`config.mk`:
```
export PLATFORM = sky130hd
export DESIGN_NAME = base64_line_wrapped_encoder
export DESIGN_NICKNAME = d
export VERILOG_FILES = /design/src/sv/b64le_pkg.sv /design/src/sv/b64le_group.sv /design/src/sv/b64le_serial.sv /design/src/sv/base64_line_wrapped_encoder.sv
export SDC_FILE = /design/constraint.sdc
export NUM_CORES = 1
export LEC_CHECK = 0
export BUFFER_PORTS_ARGS = -buffer_cell sky130_fd_sc_hd__buf_2
export CAP_MARGIN = 5
export CELL_PAD_IN_SITES_DETAIL_PLACEMENT = 0
export CELL_PAD_IN_SITES_GLOBAL_PLACEMENT = 2
export CORE_MARGIN = 5
export CORE_UTILIZATION = 37
export DETAILED_ROUTE_END_ITERATION = 12
export GPL_TIMING_DRIVEN = 0
export PLACE_DENSITY = 0.8
export SETUP_SLACK_MARGIN = 0.1
export SLEW_MARGIN = 25
export SYNTH_ARGS = -nofsm -noshare
export SYNTH_HDL_FRONTEND = slang
export SYNTH_SLANG_ARGS = --single-unit
```
`constraint.sdc`:
```
create_clock -name clk -period 3.5 [get_ports clk]
set_input_delay 0.35 -clock clk [delete_from_list [all_inputs] [get_ports clk]]
set_output_delay 0.35 -clock clk [all_outputs]
set_load 0.01 [all_outputs]
```
`src/sv/b64le_pkg.sv`:
```
`timescale 1ns / 1ps
`default_nettype none
// ----------------------------------------------------------------------------
// b64le_pkg
// Shared types and constants of the line-wrapped Base64 encoder.
// ----------------------------------------------------------------------------
package b64le_pkg;

    localparam int unsigned RecDepth = 8;
    localparam int unsigned IdxW = $clog2(RecDepth);
    localparam int unsigned CountW = $clog2(RecDepth + 1);

    localparam logic [7:0] LINE_LIMIT_RESET = 8'd76;
    localparam logic [7:0] CHAR_CR = 8'd13;
    localparam logic [7:0] CHAR_LF = 8'd10;
    localparam logic [7:0] CHAR_PAD = 8'd61;

    localparam logic REG_LINE_LIMIT = 1'b0;

    typedef logic [7:0] char_t;

    typedef enum logic [1:0] {
        PHASE_EMPTY,
        PHASE_ONE,
        PHASE_TWO
    } phase_t;

    // All characters that one input byte produces, in output order.
    typedef struct packed {
        char_t [RecDepth-1:0] chars;
        logic [CountW-1:0]    count;
        logic                 ends_msg;
    } rec_t;

    function automatic char_t b64_symbol(input logic [5:0] six);
        char_t ch;
        if (six < 6'd26)
        begin
            ch = 8'd65 + {2'b00, six};
        end
        else if (six < 6'd52)
        begin
            ch = 8'd71 + {2'b00, six};
        end
        else if (six < 6'd62)
        begin
            ch = {2'b00, six} - 8'd4;
        end
        else if (six == 6'd62)
        begin
            ch = 8'd43;
        end
        else
        begin
            ch = 8'd47;
        end
        return ch;
    endfunction

endpackage
`default_nettype wire

```
`src/sv/b64le_group.sv`:
```
`timescale 1ns / 1ps
`default_nettype none
// ----------------------------------------------------------------------------
// b64le_group
// Collects bytes into groups of three, tracks the line count and builds the
// full character record for each byte that produces output.
// ----------------------------------------------------------------------------
module b64le_group (
    input  wire logic             clk,
    input  wire logic             rst_n,
    input  wire logic [7:0]       line_limit,
    input  wire logic             in_valid,
    output logic                  in_ready,
    input  wire logic [7:0]       data_byte,
    input  wire logic             last_byte,
    output logic                  rec_valid,
    output b64le_pkg::rec_t       rec,
    input  wire logic             rec_take
);

    b64le_pkg::phase_t phase_reg, phase_next;
    logic [15:0]       held_reg, held_next;
    logic [7:0]        line_count_reg, line_count_next;
    logic              rec_valid_reg, rec_valid_next;
    b64le_pkg::rec_t   rec_reg, rec_next;

    logic              accept;
    logic [7:0]        c1_two;
    logic [7:0]        c2_two;
    logic [7:0]        c1_one;
    logic [7:0]        thr;
    logic [8:0]        cnt;
    logic              brk;
    b64le_pkg::rec_t   build;

    assign in_ready = !rec_valid_reg || rec_take;
    assign accept = in_valid && in_ready;
    assign rec_valid = rec_valid_reg;
    assign rec = rec_reg;

    assign c1_two = held_reg[15:8];
    assign c2_two = held_reg[7:0];
    assign c1_one = held_reg[7:0];
    assign thr = (line_limit >= 8'd3) ? (line_limit - 8'd3) : 8'd0;
    assign cnt = {1'b0, line_count_reg} + 9'd4;
    assign brk = cnt >= {1'b0, thr};

    always_comb
    begin
        build = '0;
        build.ends_msg = last_byte;
        phase_next = phase_reg;
        held_next = held_reg;
        line_count_next = line_count_reg;
        case (phase_reg)
            b64le_pkg::PHASE_EMPTY:
            begin
                build.chars[0] = b64le_pkg::b64_symbol(data_byte[7:2]);
                build.chars[1] = b64le_pkg::b64_symbol({data_byte[1:0], 4'b0000});
                build.chars[2] = b64le_pkg::CHAR_PAD;
                build.chars[3] = b64le_pkg::CHAR_PAD;
                build.chars[4] = b64le_pkg::CHAR_CR;
                build.chars[5] = b64le_pkg::CHAR_LF;
                build.count = last_byte ? b64le_pkg::CountW'(6) : '0;
                held_next = {8'h00, data_byte};
                phase_next = b64le_pkg::PHASE_ONE;
            end
            b64le_pkg::PHASE_ONE:
            begin
                build.chars[0] = b64le_pkg::b64_symbol(c1_one[7:2]);
                build.chars[1] = b64le_pkg::b64_symbol({c1_one[1:0], data_byte[7:4]});
                build.chars[2] = b64le_pkg::b64_symbol({data_byte[3:0], 2'b00});
                build.chars[3] = b64le_pkg::CHAR_PAD;
                build.chars[4] = b64le_pkg::CHAR_CR;
                build.chars[5] = b64le_pkg::CHAR_LF;
                build.count = last_byte ? b64le_pkg::CountW'(6) : '0;
                held_next = {c1_one, data_byte};
                phase_next = b64le_pkg::PHASE_TWO;
            end
            default:
            begin
                build.chars[0] = b64le_pkg::b64_symbol(c1_two[7:2]);
                build.chars[1] = b64le_pkg::b64_symbol({c1_two[1:0], c2_two[7:4]});
                build.chars[2] = b64le_pkg::b64_symbol({c2_two[3:0], data_byte[7:6]});
                build.chars[3] = b64le_pkg::b64_symbol(data_byte[5:0]);
                build.chars[4] = b64le_pkg::CHAR_CR;
                build.chars[5] = b64le_pkg::CHAR_LF;
                build.chars[6] = b64le_pkg::CHAR_CR;
                build.chars[7] = b64le_pkg::CHAR_LF;
                build.count = b64le_pkg::CountW'(4) + (brk ? b64le_pkg::CountW'(2) : '0)
                    + (last_byte ? b64le_pkg::CountW'(2) : '0);
                held_next = 16'h0000;
                phase_next = b64le_pkg::PHASE_EMPTY;
                line_count_next = brk ? 8'd0 : cnt[7:0];
            end
        endcase
        if (last_byte)
        begin
            held_next = 16'h0000;
            phase_next = b64le_pkg::PHASE_EMPTY;
            line_count_next = 8'd0;
        end
        if (!accept)
        begin
            held_next = held_reg;
            phase_next = phase_reg;
            line_count_next = line_count_reg;
            rec_valid_next = rec_valid_reg && !rec_take;
            rec_next = rec_reg;
        end
        else
        begin
            rec_valid_next = build.count != '0;
            rec_next = build;
        end
    end

    always_ff @(posedge clk or negedge rst_n)
    begin
        if (!rst_n)
        begin
            phase_reg <= b64le_pkg::PHASE_EMPTY;
            held_reg <= 16'h0000;
            line_count_reg <= 8'd0;
            rec_valid_reg <= 1'b0;
        end
        else
        begin
            phase_reg <= phase_next;
            held_reg <= held_next;
            line_count_reg <= line_count_next;
            rec_valid_reg <= rec_valid_next;
        end
    end

    always_ff @(posedge clk)
    begin
        rec_reg <= rec_next;
    end

    a_rec_not_short: assert property (@(posedge clk) disable iff (!rst_n)
        rec_valid_reg |-> rec_reg.count >= b64le_pkg::CountW'(4))
        else $error("record holds fewer than four characters");

    a_msg_end_clears: assert property (@(posedge clk) disable iff (!rst_n)
        (accept && last_byte) |=> (phase_reg == b64le_pkg::PHASE_EMPTY
            && line_count_reg == 8'd0))
        else $error("message end did not clear the group state");

endmodule
`default_nettype wire

```
`src/sv/b64le_serial.sv`:
```
`timescale 1ns / 1ps
`default_nettype none
// ----------------------------------------------------------------------------
// b64le_serial
// Holds one character record and sends its characters one per cycle, while the
// receiver is ready, through the output register.
// ----------------------------------------------------------------------------
module b64le_serial (
    input  wire logic             clk,
    input  wire logic             rst_n,
    input  wire logic             rec_valid,
    input  wire b64le_pkg::rec_t  rec,
    output logic                  rec_take,
    output logic                  out_valid,
    input  wire logic             out_ready,
    output logic [7:0]            out_char,
    output logic                  last_char
);

    b64le_pkg::rec_t              cur_reg, cur_next;
    logic [b64le_pkg::IdxW-1:0]   idx_reg, idx_next;
    logic                         busy_reg, busy_next;
    logic                         out_valid_reg, out_valid_next;
    logic [7:0]                   out_char_reg, out_char_next;
    logic                         last_char_reg, last_char_next;

    logic                         emit;
    logic                         last_idx;
    logic                         fin;

    assign last_idx = {1'b0, idx_reg} == (cur_reg.count - b64le_pkg::CountW'(1));
    assign emit = busy_reg && (!out_valid_reg || out_ready);
    assign fin = emit && last_idx;
    assign rec_take = rec_valid && (!busy_reg || fin);

    assign out_valid = out_valid_reg;
    assign out_char = out_char_reg;
    assign last_char = last_char_reg;

    always_comb
    begin
        cur_next = cur_reg;
        idx_next = idx_reg;
        busy_next = busy_reg;
        out_valid_next = out_valid_reg;
        out_char_next = out_char_reg;
        last_char_next = last_char_reg;
        if (emit)
        begin
            out_valid_next = 1'b1;
            out_char_next = cur_reg.chars[idx_reg];
            last_char_next = cur_reg.ends_msg && last_idx;
            idx_next = idx_reg + 1'b1;
            if (last_idx)
            begin
                busy_next = 1'b0;
            end
        end
        else if (out_ready)
        begin
            out_valid_next = 1'b0;
        end
        if (rec_take)
        begin
            cur_next = rec;
            idx_next = '0;
            busy_next = 1'b1;
        end
    end

    always_ff @(posedge clk or negedge rst_n)
    begin
        if (!rst_n)
        begin
            busy_reg <= 1'b0;
            out_valid_reg <= 1'b0;
            idx_reg <= '0;
        end
        else
        begin
            busy_reg <= busy_next;
            out_valid_reg <= out_valid_next;
            idx_reg <= idx_next;
        end
    end

    always_ff @(posedge clk)
    begin
        cur_reg <= cur_next;
        out_char_reg <= out_char_next;
        last_char_reg <= last_char_next;
    end

    a_idx_in_range: assert property (@(posedge clk) disable iff (!rst_n)
        busy_reg |-> ({1'b0, idx_reg} < cur_reg.count))
        else $error("character index runs past the record");

    a_last_is_lf: assert property (@(posedge clk) disable iff (!rst_n)
        (out_valid_reg && last_char_reg) |-> out_char_reg == b64le_pkg::CHAR_LF)
        else $error("message closes on a character other than LF");

endmodule
`default_nettype wire

```
`src/sv/base64_line_wrapped_encoder.sv`:
```
`timescale 1ns / 1ps
`default_nettype none
// ----------------------------------------------------------------------------
// base64_line_wrapped_encoder
// Line-wrapped Base64 encoder with an APB register for the line limit.
//
// The input channel carries one message byte per transaction, with last_byte
// set on the final byte. The output channel carries one ASCII character per
// transaction: Base64 symbols, '=' padding, and CR LF line breaks. The closing
// LF of each message has last_char set.
// The first character of a byte's output passes through the record register,
// the serializer's current record and the output register. Characters leave
// at one per cycle while the receiver is ready, limited by the single output
// register. A group of three bytes yields four to eight characters and a one-
// or two-byte tail yields six. A byte is accepted while earlier characters are
// still being sent, as long as the one-record buffer between the two stages is
// free.
// When the receiver stalls, the output holds its character and the buffer
// fills; the input then waits. Reset clears the group state and line count,
// empties both stages and sets the line limit to 76.
// ----------------------------------------------------------------------------
module base64_line_wrapped_encoder (
    input  wire logic        clk,
    input  wire logic        rst_n,
    input  wire logic        psel,
    input  wire logic        penable,
    input  wire logic        pwrite,
    input  wire logic [2:0]  paddr,
    input  wire logic [31:0] pwdata,
    output logic [31:0]      prdata,
    output logic             pready,
    input  wire logic        in_valid,
    output logic             in_ready,
    input  wire logic [7:0]  data_byte,
    input  wire logic        last_byte,
    output logic             out_valid,
    input  wire logic        out_ready,
    output logic [7:0]       out_char,
    output logic             last_char
);

    logic [7:0]      line_limit_reg, line_limit_next;
    logic            cfg_write;
    logic            rec_valid;
    logic            rec_take;
    b64le_pkg::rec_t rec;

    assign pready = 1'b1;
    assign cfg_write = psel && penable && pwrite && pready;

    always_comb
    begin
        line_limit_next = line_limit_reg;
        if (cfg_write && paddr[2] == b64le_pkg::REG_LINE_LIMIT)
        begin
            line_limit_next = pwdata[7:0];
        end
    end

    always_comb
    begin
        if (paddr[2] == b64le_pkg::REG_LINE_LIMIT)
        begin
            prdata = {24'h000000, line_limit_reg};
        end
        else
        begin
            prdata = 32'h00000000;
        end
    end

    always_ff @(posedge clk or negedge rst_n)
    begin
        if (!rst_n)
        begin
            line_limit_reg <= b64le_pkg::LINE_LIMIT_RESET;
        end
        else
        begin
            line_limit_reg <= line_limit_next;
        end
    end

    b64le_group u_group (
        .clk        (clk),
        .rst_n      (rst_n),
        .line_limit (line_limit_reg),
        .in_valid   (in_valid),
        .in_ready   (in_ready),
        .data_byte  (data_byte),
        .last_byte  (last_byte),
        .rec_valid  (rec_valid),
        .rec        (rec),
        .rec_take   (rec_take)
    );

    b64le_serial u_serial (
        .clk       (clk),
        .rst_n     (rst_n),
        .rec_valid (rec_valid),
        .rec       (rec),
        .rec_take  (rec_take),
        .out_valid (out_valid),
        .out_ready (out_ready),
        .out_char  (out_char),
        .last_char (last_char)
    );

endmodule
`default_nettype wire

```
==> metrics.txt <==
status=finished, final reports clean; Die Width=158 um; Worst path depth=11; worst vdd ir=0.000281 V; Root Buffer=clkbuf_16; Main synth FF type=edfxtp_1; clk slew on worst S/H paths=0.06 ns; Final Hold Viols=0; Seq pwr share=34.2%; RSZ-0062 raised after global routing=false; Period minus WS final=3.03 ns; row cnt=54; CP required=3.67 ns; Switching Power=2430 uW; maximum clock frequency=330 MHz; TritonRoute pass-1 iters=5; drt drc=0; DRT antenna net count=0; Unique masters post-synth=75; Worst Path Arrival=3.20 ns; CTS Sinks=121; period utilization=86.7%; CP Class=in2reg; final wirelength=22.3 mm; clock skew=0.0137 ns; Die H=158 um; vias in the first global route=6162; Setup-failing EPs final=0; post-DR wirelength/cell=18.2 um; # diodes=0; Hold WC Path Type=in2reg; hold path cells=2; CTS tree=built; Int Pwr=3860 uW; Critical-path top delay cell=clkbuf_1; # resized after CTS=0; antenna violations before repair=0; fin nets=1031; filler cell count=2162; R2R Setup Slk=0.51 ns; largest net degree at the start of global routing=44; PortBufs=43; Worst-Skew Late Latency=0.43 ns; synth-to-layout area growth=16.0%; PwrDens=671 nW/um2; Worst Reg2Reg Path Length in Cells=10; final setup TNS=0 ns; first-pass GRT wire length=34.9 mm; I/O pin cnt=95; Via-to-Cell Ratio=5.33; core area=21600 um2; Final Max Slew Viols=0; element type at the critical path start=input port; Rel. slew slack=44.2%; post-synthesis sequential area ratio=42.7%; clock network power share=27.9%; initial DRC count=416; mapped cell area=8070 um2; Synth Instances=844; average size of a mapped cell=9.56 um2; Sw Share=38.6%; Inserted Clock Buffers=17; synthesized flop and latch total=121; number of enable flip-flop cells after synthesis=83; Buffers & Inverters on Critical Path=4; DIE AREA=24900 um2; htree depth=4; Max-Cap Viols=0; CTS Buffer Depth=2; DPL Wire Length=17.0 mm; Yosys warning count=0; CP top delay family=buffers and inverters; total global routing overflow=0; Placer Congestion=0.889; critical path cell sequence=buf_2, clkbuf_1, inv_1, ha_1, a211oi_2, or2_1, buf_2, a21oi_1, nand2_1, a21oi_1, o32a_1; CP max stage delay=0.53 ns; vias post-DR=6526; Comb pwr share=37.9%; layout cell share with drive strength beyond 1=16.4%; Crit Path Max Fanout=10; ys async rst share=31.4%; crit path capture type=register; Initial Util=37.3%; Final Core Density=43.3%; global-route usage over all layers=18.2%; Tightest Pin Transition=0.836 ns; Leak=0.00373 uW
## cell type report
type | instances | area, um2 | share of cell area (%)
buffer | 74 | 404 | 4.32
timing repair buffer | 45 | 255 | 2.73
inverter | 42 | 158 | 1.68
tap | 280 | 350 | 3.74
clock buffer | 17 | 425 | 4.54
clock inverter | 15 | 175 | 1.87
sequential | 121 | 3450 | 36.8
multi-input combinational | 630 | 4150 | 44.3
## cell usage in the layout (no fill, tap or decap), drive strengths merged, types with 14 or more instances in the layout
cell type / n
nand2: 109
buf: 89
edfxtp: 83
o21ai: 62
a21oi: 56
inv: 51
ha: 49
clkbuf: 46
nor2: 38
dfrtp: 35
nand3: 29
nor3: 26
xnor2: 25
conb: 25
nor2b: 24
o211ai: 14
a211oi: 14
## worst paths after layout
kind                                   endpoint                start
setup / recovery                 u_group.rec[8]         data_byte[4]
max in group asynchronous   u_group.held_reg[3]                rst_n
setup reg to reg                u_group.rec[15]  u_group.held_reg[7]
min in group asynchronous     line_limit_reg[5]                rst_n
hold / removal                line_limit_reg[7]            pwdata[7]
hold reg to reg            u_serial.cur_reg[33]      u_group.rec[33]
## cell families (layout without fill, tap and decap cells)
| group | after synthesis | count (layout) | synth area share, % |
|---|---|---|---|
| xor+xnor | 35 | 35 | 3.80 |
| flops | 121 | 121 | 42.7 |
| compound gates | 219 | 219 | 17.5 |
| simple gates | 276 | 276 | 16.7 |
| mux | 26 | 26 | 4.62 |
| buf+inv | 116 | 193 | 6.96 |
| fa+ha+maj | 49 | 49 | 7.60 |
| other cells | 2 | 25 | 0.0931 |
## Yosys cell counts (all sizes together) (14+ instances only)
cell type / number / area (um2)
nand2: 109 / 409
edfxtp: 83 / 2490
o21ai: 62 / 310
a21oi: 56 / 292
ha: 49 / 613
buf: 45 / 295
inv: 42 / 158
nor2: 38 / 143
dfrtp: 35 / 876
clkbuf: 29 / 109
nand3: 29 / 145
nor3: 26 / 145
xnor2: 25 / 219
nor2b: 24 / 150
a211oi: 14 / 110
o211ai: 14 / 105
## power by group through the flow
stage	Sequential (uW)	Combinational, uW	Clock, uW
finish	2150	2380	1750
global route	2190	2650	1860
CTS	2160	2380	1800
detailed placement	2180	2370	0
global placement	2170	2360	0
floorplan	2150	1650	0
## metal layers
metal  vias up  track usage, %  share of wire (%)
met1      3133            25.4                 47
met4         0            6.43                2.6
li1       3194               -                  -
met3        31            3.69                5.2
met5         -               0                  0
met2       168            28.3                 45
## stage by stage
| step | instances | setup slack (ns) | hold slack (ns) | cell area (um2) | total power (uW) |
|---|---|---|---|---|---|
| floorplan | 867 | 0.834 | 0.0544 | 8150 | 3790 |
| global placement | 1190 | 0.0176 | 0.401 | 8720 | 4530 |
| detailed placement | 1191 | 0.0693 | 0.405 | 8750 | 4550 |
| CTS | 1223 | 0.515 | 0.105 | 9350 | 6330 |
| global route | 1224 | 0.233 | 0.152 | 9360 | 6700 |
| finish | 1224 | 0.467 | 0.154 | 9360 | 6280 |
## repair_timing
action                                  4_1_cts  5_1_grt
buffers inserted                              0        0
hold buffers                                  0        1
endpoints found under the setup margin        0        0
hold endpoints to repair                      0       35
(Power assumes the default switching activity.)
